==> src/hdl/assert_macros.svh <==
// assertion macros used by the heap sort engine top level
`ifndef ASSERT_MACROS_SVH
`define ASSERT_MACROS_SVH

// same-cycle implication, checked out of reset
`define HSE_ASSERT_IMPL(label, clk, rst_n, ante, cons, msg) \
    label: assert property (@(posedge clk) disable iff (!rst_n) (ante) |-> (cons)) \
        else $error(msg);

// next-cycle implication, checked out of reset
`define HSE_ASSERT_NEXT(label, clk, rst_n, ante, cons, msg) \
    label: assert property (@(posedge clk) disable iff (!rst_n) (ante) |=> (cons)) \
        else $error(msg);

`endif

==> src/hdl/hse_pkg.sv <==
// types, constants and microcode program of the heap sort engine
`timescale 1ns / 1ps

package hse_pkg;

    localparam int DATA_W    = 32;
    localparam int DEPTH_DEF = 64;
    localparam int PC_W      = 4;

    typedef struct packed {
        logic signed [DATA_W-1:0] value;
        logic                     last_in;
    } in_t;

    typedef struct packed {
        logic signed [DATA_W-1:0] sorted_value;
        logic                     last_out;
        logic                     overflow;
    } out_t;

    // datapath actions, one per control word
    typedef enum logic [3:0] {
        OP_NOP       = 4'd0,
        OP_TAKE      = 4'd1,
        OP_RD_PARENT = 4'd2,
        OP_SU_STEP   = 4'd3,
        OP_PUT       = 4'd4,
        OP_SINIT     = 4'd5,
        OP_RD_ENDS   = 4'd6,
        OP_SWAP      = 4'd7,
        OP_RD_KIDS   = 4'd8,
        OP_SD_STEP   = 4'd9,
        OP_OINIT     = 4'd10,
        OP_RD_IDX    = 4'd11,
        OP_EMIT      = 4'd12,
        OP_CLEAR     = 4'd13
    } op_t;

    // jump conditions
    typedef enum logic [3:0] {
        COND_NEVER      = 4'd0,
        COND_ALWAYS     = 4'd1,
        COND_IN_DROPPED = 4'd2,
        COND_POS_ZERO   = 4'd3,
        COND_PAR_LT     = 4'd4,
        COND_NOT_LAST   = 4'd5,
        COND_CNT_LE1    = 4'd6,
        COND_LEFT_OUT   = 4'd7,
        COND_BIG_GT     = 4'd8,
        COND_LEN_GT1    = 4'd9,
        COND_CNT_ZERO   = 4'd10,
        COND_MORE       = 4'd11
    } cond_t;

    typedef enum logic [1:0] {
        STALL_NONE = 2'd0,
        STALL_IN   = 2'd1,
        STALL_OUT  = 2'd2
    } stall_t;

    // program step addresses
    localparam logic [PC_W-1:0] STEP_WAIT     = 4'd0;
    localparam logic [PC_W-1:0] STEP_DISPATCH = 4'd1;
    localparam logic [PC_W-1:0] STEP_SU_TEST  = 4'd2;
    localparam logic [PC_W-1:0] STEP_SU_CMP   = 4'd3;
    localparam logic [PC_W-1:0] STEP_SU_PUT   = 4'd4;
    localparam logic [PC_W-1:0] STEP_LAST_CHK = 4'd5;
    localparam logic [PC_W-1:0] STEP_SORT     = 4'd6;
    localparam logic [PC_W-1:0] STEP_SD_RD    = 4'd7;
    localparam logic [PC_W-1:0] STEP_SD_SWAP  = 4'd8;
    localparam logic [PC_W-1:0] STEP_SD_TEST  = 4'd9;
    localparam logic [PC_W-1:0] STEP_SD_CMP   = 4'd10;
    localparam logic [PC_W-1:0] STEP_SD_PUT   = 4'd11;
    localparam logic [PC_W-1:0] STEP_OUT_INIT = 4'd12;
    localparam logic [PC_W-1:0] STEP_OUT_RD   = 4'd13;
    localparam logic [PC_W-1:0] STEP_OUT_EMIT = 4'd14;
    localparam logic [PC_W-1:0] STEP_FINISH   = 4'd15;

    typedef struct packed {
        op_t             op;
        cond_t           cond;
        stall_t          stall;
        logic [PC_W-1:0] target;
    } ucode_t;

    typedef struct packed {
        op_t  op;
        logic en;
    } ctrl_t;

    typedef struct packed {
        logic took;
        logic pos_zero;
        logic par_lt;
        logic last;
        logic cnt_le1;
        logic left_out;
        logic big_gt;
        logic len_gt1;
        logic cnt_zero;
        logic more;
        logic out_free;
    } status_t;

    // control store: op, jump condition, stall source, jump target
    function automatic ucode_t ucode_rom(input logic [PC_W-1:0] pc);
        ucode_t w;
        w = '{op: OP_NOP, cond: COND_NEVER, stall: STALL_NONE, target: STEP_WAIT};
        case (pc)
            STEP_WAIT:     w = '{op: OP_TAKE,      cond: COND_NEVER,
                                 stall: STALL_IN,   target: STEP_WAIT};
            STEP_DISPATCH: w = '{op: OP_NOP,       cond: COND_IN_DROPPED,
                                 stall: STALL_NONE, target: STEP_LAST_CHK};
            STEP_SU_TEST:  w = '{op: OP_RD_PARENT, cond: COND_POS_ZERO,
                                 stall: STALL_NONE, target: STEP_SU_PUT};
            STEP_SU_CMP:   w = '{op: OP_SU_STEP,   cond: COND_PAR_LT,
                                 stall: STALL_NONE, target: STEP_SU_TEST};
            STEP_SU_PUT:   w = '{op: OP_PUT,       cond: COND_NEVER,
                                 stall: STALL_NONE, target: STEP_WAIT};
            STEP_LAST_CHK: w = '{op: OP_NOP,       cond: COND_NOT_LAST,
                                 stall: STALL_NONE, target: STEP_WAIT};
            STEP_SORT:     w = '{op: OP_SINIT,     cond: COND_CNT_LE1,
                                 stall: STALL_NONE, target: STEP_OUT_INIT};
            STEP_SD_RD:    w = '{op: OP_RD_ENDS,   cond: COND_NEVER,
                                 stall: STALL_NONE, target: STEP_WAIT};
            STEP_SD_SWAP:  w = '{op: OP_SWAP,      cond: COND_NEVER,
                                 stall: STALL_NONE, target: STEP_WAIT};
            STEP_SD_TEST:  w = '{op: OP_RD_KIDS,   cond: COND_LEFT_OUT,
                                 stall: STALL_NONE, target: STEP_SD_PUT};
            STEP_SD_CMP:   w = '{op: OP_SD_STEP,   cond: COND_BIG_GT,
                                 stall: STALL_NONE, target: STEP_SD_TEST};
            STEP_SD_PUT:   w = '{op: OP_PUT,       cond: COND_LEN_GT1,
                                 stall: STALL_NONE, target: STEP_SD_RD};
            STEP_OUT_INIT: w = '{op: OP_OINIT,     cond: COND_CNT_ZERO,
                                 stall: STALL_NONE, target: STEP_FINISH};
            STEP_OUT_RD:   w = '{op: OP_RD_IDX,    cond: COND_NEVER,
                                 stall: STALL_NONE, target: STEP_WAIT};
            STEP_OUT_EMIT: w = '{op: OP_EMIT,      cond: COND_MORE,
                                 stall: STALL_OUT,  target: STEP_OUT_RD};
            STEP_FINISH:   w = '{op: OP_CLEAR,     cond: COND_ALWAYS,
                                 stall: STALL_NONE, target: STEP_WAIT};
            default:       w = '{op: OP_NOP,       cond: COND_ALWAYS,
                                 stall: STALL_NONE, target: STEP_WAIT};
        endcase
        return w;
    endfunction

endpackage

==> src/hdl/hse_ram.sv <==
// generic ram: one write port, two registered read ports
`timescale 1ns / 1ps

module hse_ram #(
    parameter int WIDTH = hse_pkg::DATA_W,
    parameter int DEPTH = hse_pkg::DEPTH_DEF
) (
    input  logic                     clk,
    input  logic                     we,
    input  logic [$clog2(DEPTH)-1:0] waddr,
    input  logic [WIDTH-1:0]         wdata,
    input  logic [$clog2(DEPTH)-1:0] raddr_a,
    input  logic [$clog2(DEPTH)-1:0] raddr_b,
    output logic [WIDTH-1:0]         rdata_a,
    output logic [WIDTH-1:0]         rdata_b
);

    logic [WIDTH-1:0] mem [DEPTH];

    always_ff @(posedge clk) begin
        if (we) begin
            mem[waddr] <= wdata;
        end
        rdata_a <= mem[raddr_a];
        rdata_b <= mem[raddr_b];
    end

endmodule

==> src/hdl/hse_datapath.sv <==
// heap datapath: counters, sift registers, heap ram and output register
`timescale 1ns / 1ps

module hse_datapath #(
    parameter int DEPTH = hse_pkg::DEPTH_DEF
) (
    input  logic             aclk,
    input  logic             aresetn,
    input  hse_pkg::ctrl_t   ctrl,
    output hse_pkg::status_t stat,
    input  hse_pkg::in_t     s_payload,
    output logic             m_valid,
    input  logic             m_ready,
    output hse_pkg::out_t    m_payload
);

    localparam int AW = $clog2(DEPTH);
    localparam int CW = $clog2(DEPTH + 1);
    localparam int KW = AW + 2;

    logic [CW-1:0]                    cnt_reg, cnt_next;
    logic [CW-1:0]                    len_reg, len_next;
    logic [AW-1:0]                    pos_reg, pos_next;
    logic                             dropped_reg, dropped_next;
    logic                             last_reg, last_next;
    logic                             took_reg, took_next;
    logic signed [hse_pkg::DATA_W-1:0] val_reg, val_next;
    logic                             m_valid_reg, m_valid_next;
    hse_pkg::out_t                    out_reg, out_next;

    logic                       we;
    logic [AW-1:0]              waddr, raddr_a, raddr_b;
    logic [hse_pkg::DATA_W-1:0] wdata, rdata_a, rdata_b;

    logic [AW-1:0] parent;
    logic [KW-1:0] left_w, right_w, len_ext;
    logic [CW-1:0] len_m1, pos_p1;
    logic          right_in, big_right, par_lt, big_gt, left_out, out_free;
    logic signed [hse_pkg::DATA_W-1:0] big_val;
    logic [AW-1:0] big_addr;

    hse_ram #(
        .WIDTH(hse_pkg::DATA_W),
        .DEPTH(DEPTH)
    ) u_heap (
        .clk    (aclk),
        .we     (we),
        .waddr  (waddr),
        .wdata  (wdata),
        .raddr_a(raddr_a),
        .raddr_b(raddr_b),
        .rdata_a(rdata_a),
        .rdata_b(rdata_b)
    );

    // heap index arithmetic
    assign parent   = (pos_reg - 1'b1) >> 1;
    assign left_w   = {1'b0, pos_reg, 1'b1};
    assign right_w  = left_w + KW'(1);
    assign len_ext  = {{(KW - CW){1'b0}}, len_reg};
    assign len_m1   = len_reg - 1'b1;
    assign pos_p1   = CW'(pos_reg) + CW'(1);
    assign left_out = left_w >= len_ext;
    assign right_in = right_w < len_ext;

    // read data was addressed in the previous step
    assign par_lt    = $signed(rdata_a) < val_reg;
    assign big_right = right_in && !($signed(rdata_a) > $signed(rdata_b));
    assign big_val   = big_right ? $signed(rdata_b) : $signed(rdata_a);
    assign big_addr  = big_right ? right_w[AW-1:0] : left_w[AW-1:0];
    assign big_gt    = big_val > val_reg;
    assign out_free  = !m_valid_reg || m_ready;

    always_comb begin
        raddr_a = pos_reg;
        raddr_b = pos_reg;
        case (ctrl.op)
            hse_pkg::OP_RD_PARENT: raddr_a = parent;
            hse_pkg::OP_RD_ENDS: begin
                raddr_a = '0;
                raddr_b = len_m1[AW-1:0];
            end
            hse_pkg::OP_RD_KIDS: begin
                raddr_a = left_w[AW-1:0];
                raddr_b = right_w[AW-1:0];
            end
            default: ;
        endcase
    end

    always_comb begin
        cnt_next     = cnt_reg;
        len_next     = len_reg;
        pos_next     = pos_reg;
        dropped_next = dropped_reg;
        last_next    = last_reg;
        took_next    = took_reg;
        val_next     = val_reg;
        out_next     = out_reg;
        m_valid_next = m_valid_reg && !m_ready;
        we           = 1'b0;
        waddr        = pos_reg;
        wdata        = val_reg;
        if (ctrl.en) begin
            case (ctrl.op)
                hse_pkg::OP_TAKE: begin
                    last_next = s_payload.last_in;
                    if (cnt_reg < CW'(DEPTH)) begin
                        val_next  = s_payload.value;
                        pos_next  = cnt_reg[AW-1:0];
                        cnt_next  = cnt_reg + 1'b1;
                        took_next = 1'b1;
                    end else begin
                        dropped_next = 1'b1;
                        took_next    = 1'b0;
                    end
                end
                hse_pkg::OP_SU_STEP: begin
                    if (par_lt) begin
                        we       = 1'b1;
                        wdata    = rdata_a;
                        pos_next = parent;
                    end
                end
                hse_pkg::OP_PUT: we = 1'b1;
                hse_pkg::OP_SINIT: len_next = cnt_reg;
                hse_pkg::OP_RD_ENDS: len_next = len_m1;
                hse_pkg::OP_SWAP: begin
                    // old root goes to the end, end value becomes the hole value
                    we       = 1'b1;
                    waddr    = len_reg[AW-1:0];
                    wdata    = rdata_a;
                    val_next = $signed(rdata_b);
                    pos_next = '0;
                end
                hse_pkg::OP_SD_STEP: begin
                    if (big_gt) begin
                        we       = 1'b1;
                        wdata    = big_val;
                        pos_next = big_addr;
                    end
                end
                hse_pkg::OP_OINIT: pos_next = '0;
                hse_pkg::OP_EMIT: begin
                    out_next.sorted_value = $signed(rdata_a);
                    out_next.last_out     = pos_p1 == cnt_reg;
                    out_next.overflow     = dropped_reg;
                    m_valid_next          = 1'b1;
                    pos_next              = pos_reg + 1'b1;
                end
                hse_pkg::OP_CLEAR: begin
                    cnt_next     = '0;
                    dropped_next = 1'b0;
                end
                default: ;
            endcase
        end
    end

    always_ff @(posedge aclk) begin
        if (!aresetn) begin
            cnt_reg     <= '0;
            dropped_reg <= 1'b0;
            m_valid_reg <= 1'b0;
        end else begin
            cnt_reg     <= cnt_next;
            dropped_reg <= dropped_next;
            m_valid_reg <= m_valid_next;
        end
    end

    always_ff @(posedge aclk) begin
        len_reg  <= len_next;
        pos_reg  <= pos_next;
        last_reg <= last_next;
        took_reg <= took_next;
        val_reg  <= val_next;
        out_reg  <= out_next;
    end

    assign stat.took     = took_reg;
    assign stat.pos_zero = pos_reg == '0;
    assign stat.par_lt   = par_lt;
    assign stat.last     = last_reg;
    assign stat.cnt_le1  = cnt_reg <= CW'(1);
    assign stat.left_out = left_out;
    assign stat.big_gt   = big_gt;
    assign stat.len_gt1  = len_reg > CW'(1);
    assign stat.cnt_zero = cnt_reg == '0;
    assign stat.more     = pos_p1 != cnt_reg;
    assign stat.out_free = out_free;

    assign m_valid   = m_valid_reg;
    assign m_payload = out_reg;

endmodule

==> src/hdl/heap_sort_engine.sv <==
// heap sort engine top level: microcode sequencer and datapath
`timescale 1ns / 1ps

// Sorts a run of signed 32-bit values in ascending order. Values arrive one
// per transaction; the transaction with last_in set closes the run. Each value
// is written into a max-heap in a single-write, dual-read RAM and sifted up at
// once, climbing at most log2(DEPTH) levels toward the root; a dropped value
// skips the sift. After the last value the engine swaps the root with the heap
// end and sifts down once per stored value but the first, each pass sinking
// the hole to a leaf or stopping above one. The engine then sends the run
// smallest first, reading each result from the heap RAM before it emits it,
// while the result channel keeps up, with last_out on the largest. Each sift
// is a read-compare-write loop around the heap RAM: one registered read, then
// one compare and write per level. s_ready is high only while the sequencer
// waits for a value. Values beyond DEPTH are dropped and overflow is set on
// every result of that run. A sequencer steps through a 16-word control
// program.
module heap_sort_engine #(
    parameter int DEPTH = hse_pkg::DEPTH_DEF
) (
    input  logic          aclk,
    input  logic          aresetn,
    input  logic          s_valid,
    output logic          s_ready,
    input  hse_pkg::in_t  s_payload,
    output logic          m_valid,
    input  logic          m_ready,
    output hse_pkg::out_t m_payload
);

`include "assert_macros.svh"

    logic [hse_pkg::PC_W-1:0] pc_reg, pc_next;
    hse_pkg::ucode_t          word;
    hse_pkg::ctrl_t           ctrl;
    hse_pkg::status_t         stat;
    logic                     stall, jump;

    assign word = hse_pkg::ucode_rom(pc_reg);

    assign stall = (word.stall == hse_pkg::STALL_IN && !s_valid) ||
                   (word.stall == hse_pkg::STALL_OUT && !stat.out_free);

    always_comb begin
        case (word.cond)
            hse_pkg::COND_NEVER:      jump = 1'b0;
            hse_pkg::COND_ALWAYS:     jump = 1'b1;
            hse_pkg::COND_IN_DROPPED: jump = !stat.took;
            hse_pkg::COND_POS_ZERO:   jump = stat.pos_zero;
            hse_pkg::COND_PAR_LT:     jump = stat.par_lt;
            hse_pkg::COND_NOT_LAST:   jump = !stat.last;
            hse_pkg::COND_CNT_LE1:    jump = stat.cnt_le1;
            hse_pkg::COND_LEFT_OUT:   jump = stat.left_out;
            hse_pkg::COND_BIG_GT:     jump = stat.big_gt;
            hse_pkg::COND_LEN_GT1:    jump = stat.len_gt1;
            hse_pkg::COND_CNT_ZERO:   jump = stat.cnt_zero;
            hse_pkg::COND_MORE:       jump = stat.more;
            default:                  jump = 1'b1;
        endcase
    end

    always_comb begin
        if (stall) begin
            pc_next = pc_reg;
        end else if (jump) begin
            pc_next = word.target;
        end else begin
            pc_next = pc_reg + 1'b1;
        end
    end

    always_ff @(posedge aclk) begin
        if (!aresetn) begin
            pc_reg <= hse_pkg::STEP_WAIT;
        end else begin
            pc_reg <= pc_next;
        end
    end

    assign s_ready = word.stall == hse_pkg::STALL_IN;
    assign ctrl.op = word.op;
    assign ctrl.en = !stall;

    hse_datapath #(
        .DEPTH(DEPTH)
    ) u_datapath (
        .aclk     (aclk),
        .aresetn  (aresetn),
        .ctrl     (ctrl),
        .stat     (stat),
        .s_payload(s_payload),
        .m_valid  (m_valid),
        .m_ready  (m_ready),
        .m_payload(m_payload)
    );

    // a new result only comes from an executed emit step
    `HSE_ASSERT_IMPL(a_emit_src, aclk, aresetn, $rose(m_valid),
        $past(ctrl.en && ctrl.op == hse_pkg::OP_EMIT),
        "result register loaded outside emit step")
    // a blocked output holds the program at the emit step
    `HSE_ASSERT_NEXT(a_out_hold, aclk, aresetn,
        word.stall == hse_pkg::STALL_OUT && !stat.out_free,
        pc_reg == hse_pkg::STEP_OUT_EMIT, "sequencer moved while result channel stalled")
    // the run bookkeeping is cleared after the finish step
    `HSE_ASSERT_NEXT(a_run_clear, aclk, aresetn, pc_reg == hse_pkg::STEP_FINISH,
        stat.cnt_zero && pc_reg == hse_pkg::STEP_WAIT, "entry count not cleared at end of run")

endmodule

==> config.mk <==
export PLATFORM = sky130hd
export DESIGN_NAME = heap_sort_engine
export DESIGN_NICKNAME = d
export VERILOG_FILES = /design/src/hdl/hse_pkg.sv /design/src/hdl/hse_ram.sv /design/src/hdl/hse_datapath.sv /design/src/hdl/heap_sort_engine.sv
export VERILOG_INCLUDE_DIRS = /design/src /design/src/hdl
export SDC_FILE = /design/constraint.sdc
export NUM_CORES = 2
export LEC_CHECK = 0
export BUFFER_PORTS_ARGS = -buffer_cell sky130_fd_sc_hd__buf_2
export CAP_MARGIN = 20
export CELL_PAD_IN_SITES_DETAIL_PLACEMENT = 1
export CELL_PAD_IN_SITES_GLOBAL_PLACEMENT = 1
export CORE_ASPECT_RATIO = 1.4
export CORE_MARGIN = 3
export CORE_UTILIZATION = 30
export DETAILED_ROUTE_END_ITERATION = 10
export GPL_ROUTABILITY_DRIVEN = 1
export PLACE_DENSITY_LB_ADDON = 0.1
export SYNTH_ARGS = -nofsm -noshare
export SYNTH_HDL_FRONTEND = slang
export SYNTH_SLANG_ARGS = --single-unit
export TNS_END_PERCENT = 50
==> constraint.sdc <==
create_clock -name aclk -period 9 [get_ports aclk]
set_input_delay 1.35 -clock aclk [delete_from_list [all_inputs] [get_ports aclk]]
set_output_delay 1.35 -clock aclk [all_outputs]
set_load 0.01 [all_outputs]
After elaboration in Yosys (flattened, before gate mapping)
Memories as Yosys holds them, arrays and structs flattened. A register that Yosys moved wholly into a read port is not among the register bits.
Cells that the tools add are included.
{"block": "totals", "ramBits": 2048, "mem_bits_ro": 224, "output_inout_bits": 36, "regBits": 94, "memories": 2}
{"name": "u_datapath.u_heap.mem", "words": 64, "width": 32, "read_ports": 2, "rd_clocked_by_memory_dff": 2, "write_ports": 1, "line_no": "hse_ram.sv:18", "source": "logic [WIDTH-1:0] mem [DEPTH];"}
{"name": "(no name shown)", "words": 16, "width": 14, "read_ports": 1, "rd_clocked_by_memory_dff": 1, "write_ports": 0, "line_no": "hse_pkg.sv:109", "source": "case (pc)"}
{"block": "op_classes", "n_reduce_logical": 29, "add_sub_neg": 7, "n_bitwise": 1, "eq_ne": 30, "muxes": 34, "magnitude_cmp": 8}
{"operator": "32-bit 2-to-1 mux", "count": 5}
{"operator": "32-bit one-hot mux with 3 select lines", "count": 1}
{"operator": "32-bit > comparator", "count": 2}
{"operator": "32-bit one-hot mux with 2 select lines", "count": 1}
{"operator": "4-bit equality test (second input constant)", "count": 9}
{"operator": "6-bit 2-to-1 mux", "count": 6}
{"operator": "4-bit by 3-bit equality test with 1-bit output (second input constant)", "count": 8}
{"operator": "32-bit less-than comparator", "count": 1}
{"operator": "6-bit one-hot mux with 5 select lines", "count": 1}
{"operator": "7-bit one-hot mux with 2 select lines", "count": 2}
{"operator": "6-bit one-hot mux with 3 select lines", "count": 1}
{"operator": "4-bit by 2-bit equality test with 1-bit output (second input constant)", "count": 4}
{"operator": "4-bit 2-to-1 mux", "count": 3}
{"operator": "6-bit one-hot mux with 2 select lines", "count": 1}
{"operator": "1-bit one-hot mux with 11 select lines", "count": 1}
{"operator": "1-bit 2-to-1 mux", "count": 9}
{"operator": "3-bit AND reduction", "count": 3}
{"operator": "7-bit by 1-bit adder with 8-bit output (second input constant)", "count": 1}
{"operator": "8-bit by 7-bit less-than comparator with 1-bit output", "count": 1}
{"operator": "6-bit by 1-bit adder with 7-bit output (second input constant)", "count": 1}
{"operator": "7-bit by 1-bit adder with 7-bit output (second input constant)", "count": 1}
{"operator": "7-bit equality test", "count": 1}
{"operator": "7-bit >= comparator", "count": 1}
{"operator": "7-bit by 1-bit > comparator with 1-bit output (second input constant)", "count": 1}
{"operator": "27 further kinds", "count": 44}

Logic depth before layout (Yosys ltp)
{"block": "depth", "depth_word": 10, "ltp_mapped": 31, "mapped_depth_nobuf": 28}

Cells and area by module
Synthesis repeated with hierarchy kept, for this count alone.
{"block": "unflattened", "hier_cells": 5498, "hier_area_um2": 104841.8}
{"module": "hse_ram", "cells_per_inst": 4412, "seq_area_each_um2": 62780.2, "area_each_um2": 95660.5, "n_inst": 1}
{"module": "hse_datapath", "cells_per_inst": 963, "seq_area_each_um2": 2612.5, "area_each_um2": 8057.7, "n_inst": 1}
{"module": "heap_sort_engine", "cells_per_inst": 123, "seq_area_each_um2": 360.3, "area_each_um2": 1123.6, "n_inst": 1}

Worst setup path before layout
No wires, ideal clock.
{"block": "synth_timing", "path_kind": "register to register", "from": "register u_datapath.pos_reg[0]", "to": "memory u_datapath.u_heap.mem[0][0] (netlist bit) (data pin)", "t_arrival_ps": 7152, "setup_ps": 702, "period_less_slack_ps": 7854, "slack_ps": 1146, "stages_incl_launch_ff": 23, "path_cell_list": "edfxtp_1 clkbuf_1 inv_1 ha_1 ha_1 a21oi_1 o21bai_1 a21oi_1 nor2b_1 o21ai_0 and3b_1 nand2_1 buf_2 buf_1 mux2_2 ha_1 and2_0 a221o_1 a221oi_1 o221ai_1 nor2_1 nand3_1 o21ai_0"}
{"block": "synth_via", "elab_chain_len": 8}
{"element": "from (decl)", "line_no": "hse_datapath.sv:23", "source": "logic [AW-1:0] pos_reg, pos_next;"}
{"element": "from (signal assigned)", "line_no": "hse_datapath.sv:174", "source": "pos_reg <= pos_next;"}
{"element": "7-bit by 1-bit adder with 8-bit output (*)", "line_no": "hse_datapath.sv:59", "source": "assign right_w = left_w + KW'(1);"}
{"element": "8-bit by 7-bit less-than comparator with 1-bit output (*)", "line_no": "hse_datapath.sv:64", "source": "assign right_in = right_w < len_ext;"}
{"element": "1-bit logical AND (*)", "line_no": "hse_datapath.sv:68", "source": "assign big_right = right_in && !($signed(rdata_a) > $signed(rdata_b));"}
{"element": "32-bit 2-to-1 mux (*)", "line_no": "hse_datapath.sv:69", "source": "assign big_val = big_right ? $signed(rdata_b) : $signed(rdata_a);"}
{"element": "32-bit > comparator", "line_no": "hse_datapath.sv:71", "source": "assign big_gt = big_val > val_reg;"}
{"element": "32-bit 2-to-1 mux (*)", "line_no": "hse_datapath.sv:137", "source": "if (big_gt) begin"}
{"element": "32-bit one-hot mux with 3 select lines (*)", "line_no": "hse_datapath.sv:105", "source": "case (ctrl.op)"}
{"element": "32-bit 2-to-1 mux (*)", "line_no": "hse_datapath.sv:104", "source": "if (ctrl.en) begin"}
{"element": "via u_datapath.u_heap.wdata[0]", "line_no": "hse_ram.sv:11", "source": "input logic [WIDTH-1:0] wdata,"}
{"element": "to (decl)", "line_no": "hse_ram.sv:18"}
Mark *: on every way through the listed nets, which the timed path passes. The rest lies on a longest branch.

Worst setup path in the final report
{"block": "layout_timing", "from": "register u_datapath.u_heap.rdata_b[17] (read register of u_datapath.u_heap.mem)", "to": "memory u_datapath.u_heap.mem[44][9] (netlist bit) (enable)"}
{"block": "layout_via", "elab_chain_len": 10}
{"element": "from (decl)", "line_no": "hse_ram.sv:15", "source": "output logic [WIDTH-1:0] rdata_b"}
{"element": "32-bit > comparator", "line_no": "hse_datapath.sv:68"}
{"element": "1-bit zero test", "line_no": "hse_datapath.sv:68"}
{"element": "1-bit logical AND", "line_no": "hse_datapath.sv:68"}
{"element": "32-bit 2-to-1 mux (*)", "line_no": "hse_datapath.sv:69"}
{"element": "32-bit > comparator (*)", "line_no": "hse_datapath.sv:71"}
{"element": "1-bit 2-to-1 mux (*)", "line_no": "hse_datapath.sv:137"}
{"element": "1-bit one-hot mux with 3 select lines (*)", "line_no": "hse_datapath.sv:105"}
{"element": "1-bit 2-to-1 mux (*)", "line_no": "hse_datapath.sv:104"}
{"element": "1-bit 2-to-1 mux (*)", "line_no": "hse_ram.sv:21", "source": "if (we) begin"}
{"element": "1-bit 2-to-1 mux (implied by the code) (*)", "line_no": "hse_ram.sv:22", "source": "mem[waddr] <= wdata;"}
Mark *: on every way between the ends. The rest lies on a longest branch, timed or not.

==> results.toml <==
[status]
outcome = "finished, final reports clean"

[clock_network]
cts-resized-gates = 0
htreeDepth = 4
cts_sinks = 2220
root_buffer = "clkbuf_16"
clk_latency_ns = 0.96
clk_pin_slew_ns = 0.06
cts_tree = "built"
max-clock-path-buffers = 4
cts_setup_buffers = 0
cts_buffers = 242
cts_hold_repair.buffers = 0

[finish]
area_growth_pct = 13.99
largest_register_ff_count = 2048
top_register = "u_datapath.u_heap.mem"
fillers = 40883
nets = 11277
drive_above_1_share = 0.08784

[drt]
drtIter0Drc = 9557
vias_per_cell = 5.799
ant_nets = 0
wl_um = 525900
drc = 0
firstDrtPassIters = 5
wire_per_inst_um = 32.40
vias = 94145

[logic_synthesis]
synthSimpleGateAreaFrac = 0.2416
synth_mux_area_frac = 0.003979
synth_cells = 11367
netlist_top_cells_area = "edfxtp_1 58%, nand2_1 14%, nand3_1 6.0%"
syn_area_per_cell_um2 = 9.765
synth_top_area_frac = 0.5760
ys_warn_count = 0
synth_compound_area_frac = 0.1083
syn_nets = 11528
synth_seq_area_share = 0.5924
synth_cell_types = 77
async_flop_share = 0
synth_top_family_by_area = "simple AND/OR/NAND/NOR gates"
synthAdderAreaFrac = 0.01398
synth_xor_area_frac = 0.002378
yosys.area.top_type = "edfxtp_1"
syn_area_um2 = 111000
synth_edf_count = 2129
ys.flop_type = "edfxtp_1"
ys_ff_latch = 2220

[grt]
grt_pass1_wl_um = 740900
grt_pass1_vias = 95408
grt_max_degree = 120
antenna_found_initial = 46
overflow = 0
grt_use_total = 0.2685

[floorplanning]
coreArea_um2 = 367600
pin_count = 73
chipWidth_um = 520.1
start_util = 0.3020
die_y_um = 725.7
die_area_um2 = 377400
rows = 263

[setup_path]
arrival_ns = 8.85
critPathMaxFanout = 18
crit_type = "flip-flop to flip-flop"
worst_setup_path_start_kind = "flip-flop"
end_kind = "flip-flop"
required_ns = 9.61

[pwr]
p_leak_nw = 45.69
irDropWorstVdd_mv = 0.3972
power.density_nw_per_um2 = 454.5

[sta]
maxSlewViolCount = 0
skew_ns = 0.06595
finalHoldWorstSlack_ns = 0.5153
period_share = 0.9154
final_hold_viol_count = 0
fmax_mhz = 121.4
fin_ws_ns = 0.7613
rsz0062_at_grt = "false"
max_slew_margin = 0.08473
worst_pin_slew_ns = 1.335
min_period_ns = 8.239
finalSetupTns_ns = 0
setup_viol = 0

[place]
gp_congestion = 0.8690
port_buffers = 72
dp_slack_ns = 0.7096
dp_hpwl_um = 336600

[job]
maxCapViolations = 0

[hold_path]
worstHoldPathType = "flip-flop to flip-flop"
## logic make-up after synthesis
family          Yosys count
mux                      40
fa+ha+maj               124
simple gates           6281
compound gates         1631
xor+xnor                 27
flops                  2220
buf+inv                1044
## layer usage
layer / vias to the layer above / track usage / share of wire
li1: 40739 / - / -
met2: 3068 / 0.4628 / 0.49
met4: 10 / 0.08111 / 0.032
met3: 715 / 0.03029 / 0.051
met5: - / 0 / 0.00017
met1: 49613 / 0.3524 / 0.42
## report_power, final
| part | switching, mW | internal [mW] | total, mW | leakage (nW) |
|---|---|---|---|---|
| clock | 4.51 | 6.02 | 10.5 | 3.90 |
| sequential | 0.378 | 13.5 | 13.9 | 19.9 |
| combinational | 25.2 | 7.95 | 33.1 | 21.8 |
## path summary, 6_finish.rpt
check	startpoint	endpoint	slack, ns	cells after the start
max	u_datapath.u_heap.rdata_b[17]	u_datapath.u_heap.mem[44][9]	0.76	27
min	u_datapath.u_heap.rdata_a[0]	u_datapath.m_payload[2]	0.52	0
max reg2reg	u_datapath.u_heap.rdata_b[17]	u_datapath.u_heap.mem[44][9]	0.76	27
min reg2reg	u_datapath.u_heap.rdata_a[0]	u_datapath.m_payload[2]	0.52	0
## Yosys cell counts, types with 8 or more instances
cell	instances
inv_1	94
buf_1	72
edfxtp_1	2129
a41o_1	30
nand2b_1	14
buf_2	162
a311oi_1	583
ha_1	124
and3_1	512
nor3_1	18
mux2_2	33
o21ai_0	71
nor2_1	130
or3_1	8
xnor2_1	12
a31oi_1	323
o21a_1	9
nand3_1	1335
nand4_1	20
a22o_1	32
a211oi_1	254
nand2_1	4197
a21oi_1	234
a21o_1	28
dfxtp_1	91
clkbuf_1	709
xor2_1	13
## area by class of cell
type | count | area, µm² | share of cell area
antenna | 16 | 40.04 | 0.0003164
timing repair buffer | 454 | 4309 | 0.03405
sequential | 2220 | 65750 | 0.5196
clock buffer | 278 | 6255 | 0.04943
multi-input combinational | 8103 | 41870 | 0.3309
tap | 4902 | 6133 | 0.04847
clock inverter | 166 | 1815 | 0.01435
inverter | 95 | 356.6 | 0.002818
## through the flow
| step | instance area [µm²] | util | std cells | total power [mW] |
|---|---|---|---|---|
| global route | 126500 | 0.3442 | 16221 | 59.99 |
| floorplan | 111000 | - | 11367 | 30.87 |
| global placement | 118300 | 0.3218 | 15762 | 46.81 |
| finish | 126500 | 0.3443 | 16234 | 57.51 |
| CTS | 126500 | 0.3440 | 16214 | 57.63 |
| detailed placement | 118400 | 0.3221 | 15770 | 47.04 |
## placed cells by master (no fill, tap or decap), types with 12 or more instances in the layout
master,instances
a211oi_1,253
a21o_1,27
a21oi_1,233
a22o_1,32
a311oi_1,583
a31oi_1,323
a41o_2,30
and3_1,511
buf_12,85
buf_2,73
buf_4,293
bufinv_16,37
clkbuf_1,33
clkbuf_16,245
clkinv_1,46
clkinv_2,48
clkinvlp_4,24
dfxtp_1,91
diode_2,16
edfxtp_1,2129
ha_1,124
inv_1,94
mux2_2,33
nand2_1,4195
nand2b_1,14
nand3_1,1334
nand4_1,20
nor2_1,63
nor2_4,67
nor3_1,18
o21ai_0,69
xnor2_1,12
xor2_1,13
## critical path, cell delays in order (launching register included)
cell and delay (ns):
dfxtp_1 0.35, inv_1 0.06, ha_1 0.31, a21o_1 0.19, a21o_1 0.17, a21o_1 0.17
a21o_1 0.18, a21o_1 0.18, a31oi_1 0.17, o2111ai_1 0.32, o21ai_1 0.46, nand2_2 0.35
mux2_2 0.39, ha_1 0.33, nand4_1 0.23, or4_1 0.79, a21o_1 0.32, o2111ai_1 0.11
o221ai_1 0.21, nor2_4 0.14, nor2_1 0.07, or4_1 0.58, o41ai_4 0.18, buf_4 0.35
nand3_2 0.08, buf_4 0.27, nor2_4 0.67, buf_12 0.25
Note: power is estimated with default switching activity, not from simulation.
